<file path="src/hw/rtl/ebl_pkg.sv">
// Shared types and constants for the escaped byte link.
package ebl_pkg;

  localparam int unsigned FifoDepthDefault = 64;

  localparam logic [7:0] IdleByte   = 8'h00;
  localparam logic [7:0] EscapeMark = 8'h01;

  typedef enum logic [1:0] {
    OP_HOST_WRITE = 2'd0,
    OP_HOST_READ  = 2'd1,
    OP_LINK_SLOT  = 2'd2,
    OP_UNUSED     = 2'd3
  } op_e;

  typedef enum logic [1:0] {
    CMD_WRITE,
    CMD_READ,
    CMD_SLOT,
    CMD_NOP
  } cmd_e;

  typedef struct packed {
    logic [1:0] operation;
    logic [7:0] host_byte;
    logic [7:0] wire_in;
  } in_beat_t;

  typedef struct packed {
    logic [7:0] wire_out;
    logic [7:0] read_data;
    logic       read_valid;
    logic       write_accepted;
    logic       rx_stored;
    logic       rx_dropped;
  } out_beat_t;

  typedef struct packed {
    cmd_e       kind;
    logic [7:0] data;
  } cmd_t;

  typedef struct packed {
    logic valid;
    cmd_t cmd;
  } cmd_head_t;

endpackage

</file>
<file path="src/hw/rtl/escaped_byte_link_with_fifos.sv">
// Top level of the escaped byte link with transmit and receive FIFOs.
// Accepted beats pass through the command queue and the registered result stage.
// Throughput: one beat per cycle while the output is not stalled, set by the execute stage.
// The two-entry command queue lets the input side keep accepting while a result is stalled.
// Reset clears all pointers, counts, escape state and valid flags; FIFO storage is not cleared.
module escaped_byte_link_with_fifos import ebl_pkg::*; #(
  parameter int unsigned FifoDepth = FifoDepthDefault
) (
  input  logic      clk_i,
  input  logic      rst_ni,
  input  logic      in_valid_i,
  output logic      in_stall_o,
  input  in_beat_t  in_beat_i,
  output logic      out_valid_o,
  input  logic      out_stall_i,
  output out_beat_t out_beat_o
);

  cmd_head_t head;
  logic      pop;

  ebl_front u_front (
    .clk_i      (clk_i),
    .rst_ni     (rst_ni),
    .in_valid_i (in_valid_i),
    .in_stall_o (in_stall_o),
    .in_beat_i  (in_beat_i),
    .head_o     (head),
    .pop_i      (pop)
  );

  ebl_back #(
    .FifoDepth (FifoDepth)
  ) u_back (
    .clk_i       (clk_i),
    .rst_ni      (rst_ni),
    .head_i      (head),
    .pop_o       (pop),
    .out_valid_o (out_valid_o),
    .out_stall_i (out_stall_i),
    .out_beat_o  (out_beat_o)
  );

  assert property (@(posedge clk_i) disable iff (!rst_ni)
    out_valid_o |-> !(out_beat_o.rx_stored && out_beat_o.rx_dropped))
    else $error("Slot both stored and dropped a byte.");

  assert property (@(posedge clk_i) disable iff (!rst_ni)
    out_valid_o && !out_beat_o.read_valid |-> out_beat_o.read_data == 8'd0)
    else $error("Read data is nonzero without a valid read.");

  assert property (@(posedge clk_i) disable iff (!rst_ni)
    out_valid_o && (out_beat_o.read_valid || out_beat_o.write_accepted)
      |-> out_beat_o.wire_out == 8'd0 && !out_beat_o.rx_stored && !out_beat_o.rx_dropped)
    else $error("Host access beat carries link slot results.");

  assert property (@(posedge clk_i) disable iff (!rst_ni)
    pop |-> head.valid)
    else $error("Command queue popped while empty.");

endmodule

</file>
<file path="src/hw/rtl/ebl_front.sv">
// Front part: classifies accepted beats into commands and queues them.
module ebl_front import ebl_pkg::*; (
  input  logic      clk_i,
  input  logic      rst_ni,
  input  logic      in_valid_i,
  output logic      in_stall_o,
  input  in_beat_t  in_beat_i,
  output cmd_head_t head_o,
  input  logic      pop_i
);

  localparam int unsigned QueueDepth = 2;

  cmd_t       queue_q [QueueDepth];
  logic       wr_ptr_q, wr_ptr_d;
  logic       rd_ptr_q, rd_ptr_d;
  logic [1:0] count_q, count_d;
  logic       push;
  cmd_t       cmd_new;

  always_comb begin
    cmd_new.data = in_beat_i.host_byte;
    case (op_e'(in_beat_i.operation))
      OP_HOST_WRITE: cmd_new.kind = CMD_WRITE;
      OP_HOST_READ:  cmd_new.kind = CMD_READ;
      OP_LINK_SLOT: begin
        cmd_new.kind = CMD_SLOT;
        cmd_new.data = in_beat_i.wire_in;
      end
      default:       cmd_new.kind = CMD_NOP;
    endcase
  end

  assign in_stall_o = (count_q == 2'(QueueDepth));
  assign push       = in_valid_i && !in_stall_o;

  assign head_o.valid = (count_q != 2'd0);
  assign head_o.cmd   = queue_q[rd_ptr_q];

  always_comb begin
    wr_ptr_d = push ? ~wr_ptr_q : wr_ptr_q;
    rd_ptr_d = pop_i ? ~rd_ptr_q : rd_ptr_q;
    count_d  = count_q + 2'(push) - 2'(pop_i);
  end

  always_ff @(posedge clk_i) begin
    if (push) begin
      queue_q[wr_ptr_q] <= cmd_new;
    end
  end

  always_ff @(posedge clk_i or negedge rst_ni) begin
    if (!rst_ni) begin
      wr_ptr_q <= 1'b0;
      rd_ptr_q <= 1'b0;
      count_q  <= 2'd0;
    end else begin
      wr_ptr_q <= wr_ptr_d;
      rd_ptr_q <= rd_ptr_d;
      count_q  <= count_d;
    end
  end

endmodule

</file>
<file path="src/hw/rtl/ebl_back.sv">
// Back part: transmit and receive FIFOs, escape codec and result register.
module ebl_back import ebl_pkg::*; #(
  parameter int unsigned FifoDepth = FifoDepthDefault
) (
  input  logic      clk_i,
  input  logic      rst_ni,
  input  cmd_head_t head_i,
  output logic      pop_o,
  output logic      out_valid_o,
  input  logic      out_stall_i,
  output out_beat_t out_beat_o
);

  localparam int unsigned AW = $clog2(FifoDepth);
  localparam int unsigned CW = $clog2(FifoDepth + 1);

  typedef struct packed {
    logic       wire_from_mem;
    logic [7:0] wire_direct;
    logic       read_valid;
    logic       write_accepted;
    logic       rx_stored;
    logic       rx_dropped;
  } res_t;

  function automatic logic [AW-1:0] next_ptr(input logic [AW-1:0] ptr);
    next_ptr = (ptr == AW'(FifoDepth - 1)) ? '0 : ptr + 1'b1;
  endfunction

  logic [7:0]    tx_mem [FifoDepth];
  logic [7:0]    rx_mem [FifoDepth];
  logic [7:0]    tx_rd_q, rx_rd_q;

  logic [AW-1:0] tx_head_q, tx_head_d, tx_tail_q, tx_tail_d;
  logic [AW-1:0] rx_head_q, rx_head_d, rx_tail_q, rx_tail_d;
  logic [CW-1:0] tx_cnt_q, tx_cnt_d, rx_cnt_q, rx_cnt_d;
  logic [7:0]    pend_q, pend_d, pend_eff;
  logic          fold_q, fold_d;
  logic          armed_q, armed_d;
  logic          out_valid_q, out_valid_d;
  res_t          res_q, res_d;

  logic          exec;
  logic          tx_wr, tx_rd, rx_wr, rx_rd;
  logic [7:0]    rx_data;
  logic          rx_have;

  assign exec  = head_i.valid && (!out_valid_q || !out_stall_i);
  assign pop_o = exec;

  assign pend_eff = fold_q ? ((tx_rd_q[7:1] == 7'd0) ? tx_rd_q + 8'd1 : 8'd0) : pend_q;

  always_comb begin
    tx_head_d   = tx_head_q;
    tx_tail_d   = tx_tail_q;
    tx_cnt_d    = tx_cnt_q;
    rx_head_d   = rx_head_q;
    rx_tail_d   = rx_tail_q;
    rx_cnt_d    = rx_cnt_q;
    pend_d      = pend_q;
    fold_d      = fold_q;
    armed_d     = armed_q;
    out_valid_d = out_valid_q && out_stall_i;
    res_d       = res_q;
    tx_wr       = 1'b0;
    tx_rd       = 1'b0;
    rx_wr       = 1'b0;
    rx_rd       = 1'b0;
    rx_data     = head_i.cmd.data;
    rx_have     = 1'b0;

    if (exec) begin
      out_valid_d = 1'b1;
      res_d       = '0;
      pend_d      = pend_eff;
      fold_d      = 1'b0;
      case (head_i.cmd.kind)
        CMD_WRITE: begin
          if (tx_cnt_q < CW'(FifoDepth)) begin
            tx_wr                = 1'b1;
            tx_tail_d            = next_ptr(tx_tail_q);
            tx_cnt_d             = tx_cnt_q + 1'b1;
            res_d.write_accepted = 1'b1;
          end
        end
        CMD_READ: begin
          if (rx_cnt_q != '0) begin
            rx_rd            = 1'b1;
            rx_head_d        = next_ptr(rx_head_q);
            rx_cnt_d         = rx_cnt_q - 1'b1;
            res_d.read_valid = 1'b1;
          end
        end
        CMD_SLOT: begin
          if (pend_eff != 8'd0) begin
            res_d.wire_direct = pend_eff;
            pend_d            = 8'd0;
          end else if (tx_cnt_q != '0) begin
            tx_rd               = 1'b1;
            tx_head_d           = next_ptr(tx_head_q);
            tx_cnt_d            = tx_cnt_q - 1'b1;
            fold_d              = 1'b1;
            res_d.wire_from_mem = 1'b1;
          end else begin
            res_d.wire_direct = IdleByte;
          end

          if (head_i.cmd.data != IdleByte) begin
            if (armed_q) begin
              rx_data = head_i.cmd.data - 8'd1;
              rx_have = 1'b1;
              armed_d = 1'b0;
            end else if (head_i.cmd.data == EscapeMark) begin
              armed_d = 1'b1;
            end else begin
              rx_have = 1'b1;
            end
          end

          if (rx_have) begin
            if (rx_cnt_q < CW'(FifoDepth)) begin
              rx_wr           = 1'b1;
              rx_tail_d       = next_ptr(rx_tail_q);
              rx_cnt_d        = rx_cnt_q + 1'b1;
              res_d.rx_stored = 1'b1;
            end else begin
              res_d.rx_dropped = 1'b1;
            end
          end
        end
        default: begin
        end
      endcase
    end
  end

  always_ff @(posedge clk_i) begin
    if (tx_wr) begin
      tx_mem[tx_tail_q] <= head_i.cmd.data;
    end
    if (tx_rd) begin
      tx_rd_q <= tx_mem[tx_head_q];
    end
  end

  always_ff @(posedge clk_i) begin
    if (rx_wr) begin
      rx_mem[rx_tail_q] <= rx_data;
    end
    if (rx_rd) begin
      rx_rd_q <= rx_mem[rx_head_q];
    end
  end

  always_ff @(posedge clk_i) begin
    res_q <= res_d;
  end

  always_ff @(posedge clk_i or negedge rst_ni) begin
    if (!rst_ni) begin
      tx_head_q   <= '0;
      tx_tail_q   <= '0;
      tx_cnt_q    <= '0;
      rx_head_q   <= '0;
      rx_tail_q   <= '0;
      rx_cnt_q    <= '0;
      pend_q      <= 8'd0;
      fold_q      <= 1'b0;
      armed_q     <= 1'b0;
      out_valid_q <= 1'b0;
    end else begin
      tx_head_q   <= tx_head_d;
      tx_tail_q   <= tx_tail_d;
      tx_cnt_q    <= tx_cnt_d;
      rx_head_q   <= rx_head_d;
      rx_tail_q   <= rx_tail_d;
      rx_cnt_q    <= rx_cnt_d;
      pend_q      <= pend_d;
      fold_q      <= fold_d;
      armed_q     <= armed_d;
      out_valid_q <= out_valid_d;
    end
  end

  assign out_valid_o = out_valid_q;

  always_comb begin
    out_beat_o.wire_out = res_q.wire_direct;
    if (res_q.wire_from_mem) begin
      out_beat_o.wire_out = (tx_rd_q[7:1] == 7'd0) ? EscapeMark : tx_rd_q;
    end
    out_beat_o.read_data      = res_q.read_valid ? rx_rd_q : 8'd0;
    out_beat_o.read_valid     = res_q.read_valid;
    out_beat_o.write_accepted = res_q.write_accepted;
    out_beat_o.rx_stored      = res_q.rx_stored;
    out_beat_o.rx_dropped     = res_q.rx_dropped;
  end

endmodule
</file>
<file path="config.mk">
export PLATFORM = sky130hd
export DESIGN_NAME = escaped_byte_link_with_fifos
export DESIGN_NICKNAME = d
export VERILOG_FILES = /design/src/hw/rtl/ebl_pkg.sv /design/src/hw/rtl/escaped_byte_link_with_fifos.sv /design/src/hw/rtl/ebl_front.sv /design/src/hw/rtl/ebl_back.sv
export SDC_FILE = /design/constraint.sdc
export NUM_CORES = 1
export LEC_CHECK = 0
export BUFFER_PORTS_ARGS = -buffer_cell sky130_fd_sc_hd__clkbuf_2
export CORE_MARGIN = 10
export CORE_UTILIZATION = 35
export DETAILED_ROUTE_END_ITERATION = 10
export GPL_ROUTABILITY_DRIVEN = 0
export PLACE_DENSITY = 0.51
export SYNTH_ARGS = -nofsm -noshare
export SYNTH_HDL_FRONTEND = slang
export SYNTH_SLANG_ARGS = --single-unit
</file>
<file path="constraint.sdc">
create_clock -name clk_i -period 7 [get_ports clk_i]
set_clock_uncertainty 0.1 [all_clocks]
set_input_delay 0.7 -clock clk_i [delete_from_list [all_inputs] [get_ports clk_i]]
set_output_delay 0.7 -clock clk_i [all_outputs]
set_load 0.005 [all_outputs]
</file>
# Yosys cells after proc, flatten, opt, wreduce, memory -nomap -nowiden
# Memory sizes are Yosys's and may differ from the RTL's. A register that Yosys moved wholly into a read port is not among the register bits.
# Index checks and enable logic that the tools add are counted.
[totals]
ff_bits = 66
ramBits = 1044
inputBits = 22
out_inout_bits = 22
wordCells = 135
n_memories = 3
[classes]
n_addsub = 12
n_lt_le_gt_ge = 2
n_eq_ne = 16
muxes = 54
n_bitwise = 3
reduce_logical = 26
[memory_table]
columns = ["name", "depth", "width", "rd", "rd_clocked_by_memory_dff", "write_ports", "line", "text"]
rows = [
  ["u_back.rx_mem", 64, 8, 1, 1, 1, "ebl_back.sv:31", "logic [7:0] rx_mem [FifoDepth];"],
  ["u_back.tx_mem", 64, 8, 1, 1, 1, "ebl_back.sv:30", "logic [7:0] tx_mem [FifoDepth];"],
  ["u_front.queue_q", 2, 10, 1, 0, 1, "ebl_front.sv:14", "cmd_t queue_q [QueueDepth];"],
]
[op_table]
columns = ["op", "count"]
rows = [
  ["$mux 8", 12],
  ["$mux 7", 6],
  ["$mux 1", 29],
  ["$pmux 7 s2", 2],
  ["$add 6x1->6 const B", 4],
  ["$eq 6x6->1 const B", 4],
  ["$mux 6", 4],
  ["$reduce_bool 8->1", 2],
  ["$add 7x1->7 const B", 2],
  ["$lt 7x7->1 const B", 2],
  ["$reduce_bool 7->1", 2],
  ["$sub 7x1->7 const B", 2],
  ["$ne 2x1->1 const B", 5],
  ["$reduce_and 5->1", 2],
  ["$reduce_and 3->1", 3],
  ["$add 8x1->8 const B", 1],
  ["$eq 8x1->1 const B", 1],
  ["$reduce_and 4->1", 2],
  ["$sub 8x1->8 const B", 1],
  ["$logic_not 7->1", 1],
  ["$eq 2x2->1 const B", 3],
  ["$pmux 2 s3", 1],
  ["$reduce_bool 2->1", 3],
  ["$eq 2x1->1 const B", 2],
  ["9 further kinds", 17],
]

# Longest topological paths before layout
# An unclocked memory read counts as a cell.
[depth]
ltp_word = 12
depth_mapped = 11
mapped_depth_nobuf = 10

# Hierarchy
# From an unflattened synthesis, not the netlist that was laid out.
[unflattened]
cells_unflattened = 2281
area_unflattened_um2 = 44855.5
[by_module_without_submodules]
columns = ["module", "instances", "cells_per_inst", "area_per_inst_um2", "seq_area_each_um2"]
rows = [
  ["ebl_back", 1, 2221, 43788.2, 32846.5],
  ["ebl_front", 1, 60, 1067.3, 700.7],
]

# Least setup slack after synthesis
# No wires, ideal clock.
[synth_timing]
path_type = "register to register"
start = "register u_front.rd_ptr_q"
end = "memory u_back.rx_mem[0][6], data pin"
setup_ps = 906
arrival_time_ps = 5514
required_ps = 5994
path_slack_ps = 480
path_stages_with_launch = 7
path_buffers = 2
period_less_slack_ps = 6520
path_cell_list = "dfrtp_1 -> buf_6 -> buf_4 -> mux2i_1 -> inv_1 -> or2_2 -> o41ai_1"
[synth_lines]
columns = ["element", "line", "text"]
rows = [
  ["start: declaration", "ebl_front.sv:16", "logic rd_ptr_q, rd_ptr_d;"],
  ["start signal: assignment", "ebl_front.sv:59", "rd_ptr_q <= rd_ptr_d;"],
  ["end: declaration", "ebl_back.sv:31", ""],
]

==> results.yml <==
logic_synthesis:
  ys_ff_latch: 1126
  ys_seq_area_frac: 0.7465
  synth_top_area_frac: 0.7170
  synthTopCellsByArea: "edfxtp_1 72%, mux4_2 11%, dfrtp_1 3.0%"
  synth_top_cell_by_area: "edfxtp_1"
  syn_area_per_cell_um2: 19.42
  synth_cells: 2314
  synth_edf_count: 1073
  ys.flop_type: "edfxtp_1"
  yosys_warnings: 0
  syn_nets: 2360
  async_flop_share: 0.04707
  post_synth_num_cell_types: 77
  netlist_area_um2: 44940
run:
  cap_violations: 0
min_path:
  holdCritPathClass: "in2async"
setup_path:
  path_class: "reg2reg"
  startpoint: "u_front.rd_ptr_q"
  timing.rr.start: "u_front.rd_ptr_q"
  required_ps: 7230
  worstPathArrival_ps: 5350
  crit_path_end: "u_back.rx_mem[13][2]"
  reg2reg_to: "u_back.rx_mem[13][2]"
  end_kind: "register"
  crit_path_start_kind: "register"
  crit_fanout: 65
  reg2reg_slack_ps: 1880
  reg2reg_depth: 7
clocking:
  h-tree-depth: 3
  clk_pin_slew_ps: 60
  cts_resized: 0
  hold_buffers: 0
  clk_latency_ps: 730
  clockBufferDepth: 3
  root_buffer: "clkbuf_16"
  cts_num_sinks: 1126
  cts_setup_buffers: 0
  cts_tree: "yes"
  numCtsBuffers: 112
die:
  die_h_um: 378.3
  die-width_um: 378.3
  row_count: 131
  start_util: 0.3524
  dieArea_um2: 143100
  io_pins: 44
  core_area_um2: 127500
sta:
  finalMaxSlewViolations: 0
  fin_crit_sh: 0.7315
  slew_headroom: 0.1683
  worstMarginPinSlew_ps: 1243
  timing.fmax_ghz: 0.1953
  finalHoldViolCount: 0
  setup_violations: 0
  period_minus_slack_ps: 5121
  holdWs_ps: 85.89
  tns_ps: 0
  fin_ws_ps: 1879
  rsz0062_at_grt: "no"
grt:
  antenna_found_initial: 0
  grt_max_degree: 94
  track_usage: 0.1493
  grt_pass1_vias: 23400
  grt_pass1_wl_um: 159400
  grt-ovfl-total: 0
route:
  vias_per_cell: 5.417
  routedWlPerCell_um: 26.02
  drt-total-wl_um: 107600
  drt_iter0_markers: 2193
  via_count: 22390
  drc: 0
  dr.pass1.iters: 5
  final_antenna_net_count: 0
pwr:
  powerDensity_nw_per_um2: 410.1
  leakagePower_nw: 15.95
  ir_drop_mv: 0.2603
status:
  status: "complete, no violations"
final_layout:
  final_cell_mix: "1073 x edfxtp_1, 224 x mux4_2, 154 x nor2_1"
  area_delta_synth_final_pct: 12.67
  fillCellCount: 11350
  n_antenna_cell: 0
  drive_gt1_frac: 0.2294
  final_common_cell: "edfxtp_1"
  final_nets: 2426
placement:
  dp_worst_setup_slack_ps: 1919
  port_buffers: 43
  hpwl_um: 65800
layer usage:
metal  GRT usage  share of wire  vias to the layer above
met5           0              0                        -
met4     0.03585          0.018                        0
met3     0.02793          0.062                      118
met2      0.2365           0.47                      754
met1      0.2124           0.45                    11950
li1            -              -                     9573
critical path, stage by stage (launching register included):
cell	delay [ps]
dfrtp_1	850
mux2i_1	630
inv_2	610
ha_1	460
and4_1	250
nor2_1	240
nand3_1	740
nor2_1	850
cells in the mapped netlist (4+ instances only):
library cell / count
edfxtp_1: 1073
mux4_2: 224
nor2_1: 154
mux2i_1: 84
nand2_1: 67
clkbuf_1: 57
a22oi_1: 54
dfrtp_1: 53
a21oi_1: 48
mux2_2: 38
nand3_1: 38
o21ai_0: 28
inv_1: 27
buf_2: 26
and2_1: 24
xnor2_1: 23
ha_1: 22
o221ai_1: 21
o22ai_1: 21
a22o_1: 19
buf_4: 19
a211oi_1: 18
nor2b_1: 13
buf_1: 12
nand2b_1: 10
a21o_1: 9
a221oi_1: 9
and3_1: 9
nor2_2: 9
buf_6: 7
a31oi_1: 6
nor3_1: 6
mux2_4: 5
nand2_2: 5
xor2_1: 5
o31ai_1: 4
worst min-delay path by stage:
stage | start | end | slack (ps) | cells after the start
after floorplan | rst_ni | u_back.armed_q | 300 | 0
after global placement | u_front.wr_ptr_q | u_front.wr_ptr_q | 380 | 1
after detailed placement | u_front.wr_ptr_q | u_front.wr_ptr_q | 390 | 1
after CTS | in_beat_i[17] | u_front.queue_q[0][9] | 40 | 1
after global routing | in_beat_i[17] | u_front.queue_q[1][9] | 70 | 1
final | rst_ni | u_back.pend_q[4] | 90 | 2
registers in the layout (all words and copies together), names as in the netlist:
register            cells
u_back.rx_mem         512
u_back.tx_mem         512
u_front.queue_q        20
u_back.res_q            9
u_back.pend_q           8
u_back.rx_rd_q          8
u_back.tx_rd_q          8
u_back.rx_cnt_q         7
u_back.tx_cnt_q         7
u_back.rx_head_q        6
u_back.rx_tail_q        6
u_back.tx_head_q        6
u_back.tx_tail_q        6
u_back.out_beat_o       4
u_front.count_q         2
u_back.armed_q          1
u_back.fold_q           1
u_back.out_valid_o      1
u_front.rd_ptr_q        1
u_front.wr_ptr_q        1
per-stage QoR:
stage / total power, mW / area (µm²) / util / instances
2_1_floorplan: 12.90 / 44940 / - / 2314
3_3_place_gp: 14.94 / 46980 / 0.3684 / 3928
3_5_place_dp: 15.06 / 46980 / 0.3684 / 3928
4_1_cts: 21.03 / 50630 / 0.3971 / 4134
5_1_grt: 21.70 / 50630 / 0.3971 / 4134
6_report: 20.77 / 50630 / 0.3971 / 4134
power by group:
group          total (mW)  leakage, nW  switching [mW]  internal (mW)
clock                5.97         1.78            2.53           3.44
sequential           9.08         10.3           0.602           8.47
combinational        5.72         3.86            3.49           2.23
total                20.8         16.0            6.62           14.1
final cells by class:
class                      instances  area [µm²]  area share
multi-input combinational       1037       10750      0.2124
timing repair buffer              74       473.0    0.009341
inverter                          29       108.9    0.002150
clock buffer                     130        2892     0.05711
sequential                      1126       33560      0.6628
clock inverter                    76       764.5     0.01510
tap                             1662        2079     0.04107
cells by family (layout without fill, tap and decap cells):
| group | Yosys count | count (layout) | share of synthesized area |
|---|---|---|---|
| adder cells (fa/ha/maj) | 24 | 24 | 0.007016 |
| AO/OA/AOI/OAI | 263 | 263 | 0.04182 |
| XOR/XNOR | 28 | 28 | 0.005457 |
| multiplexers | 354 | 354 | 0.1429 |
| AND/OR/NAND/NOR | 368 | 368 | 0.04015 |
| flip-flops | 1126 | 1126 | 0.7465 |
| buffers and inverters | 151 | 309 | 0.01612 |
Power figures use the tool's default switching activity.
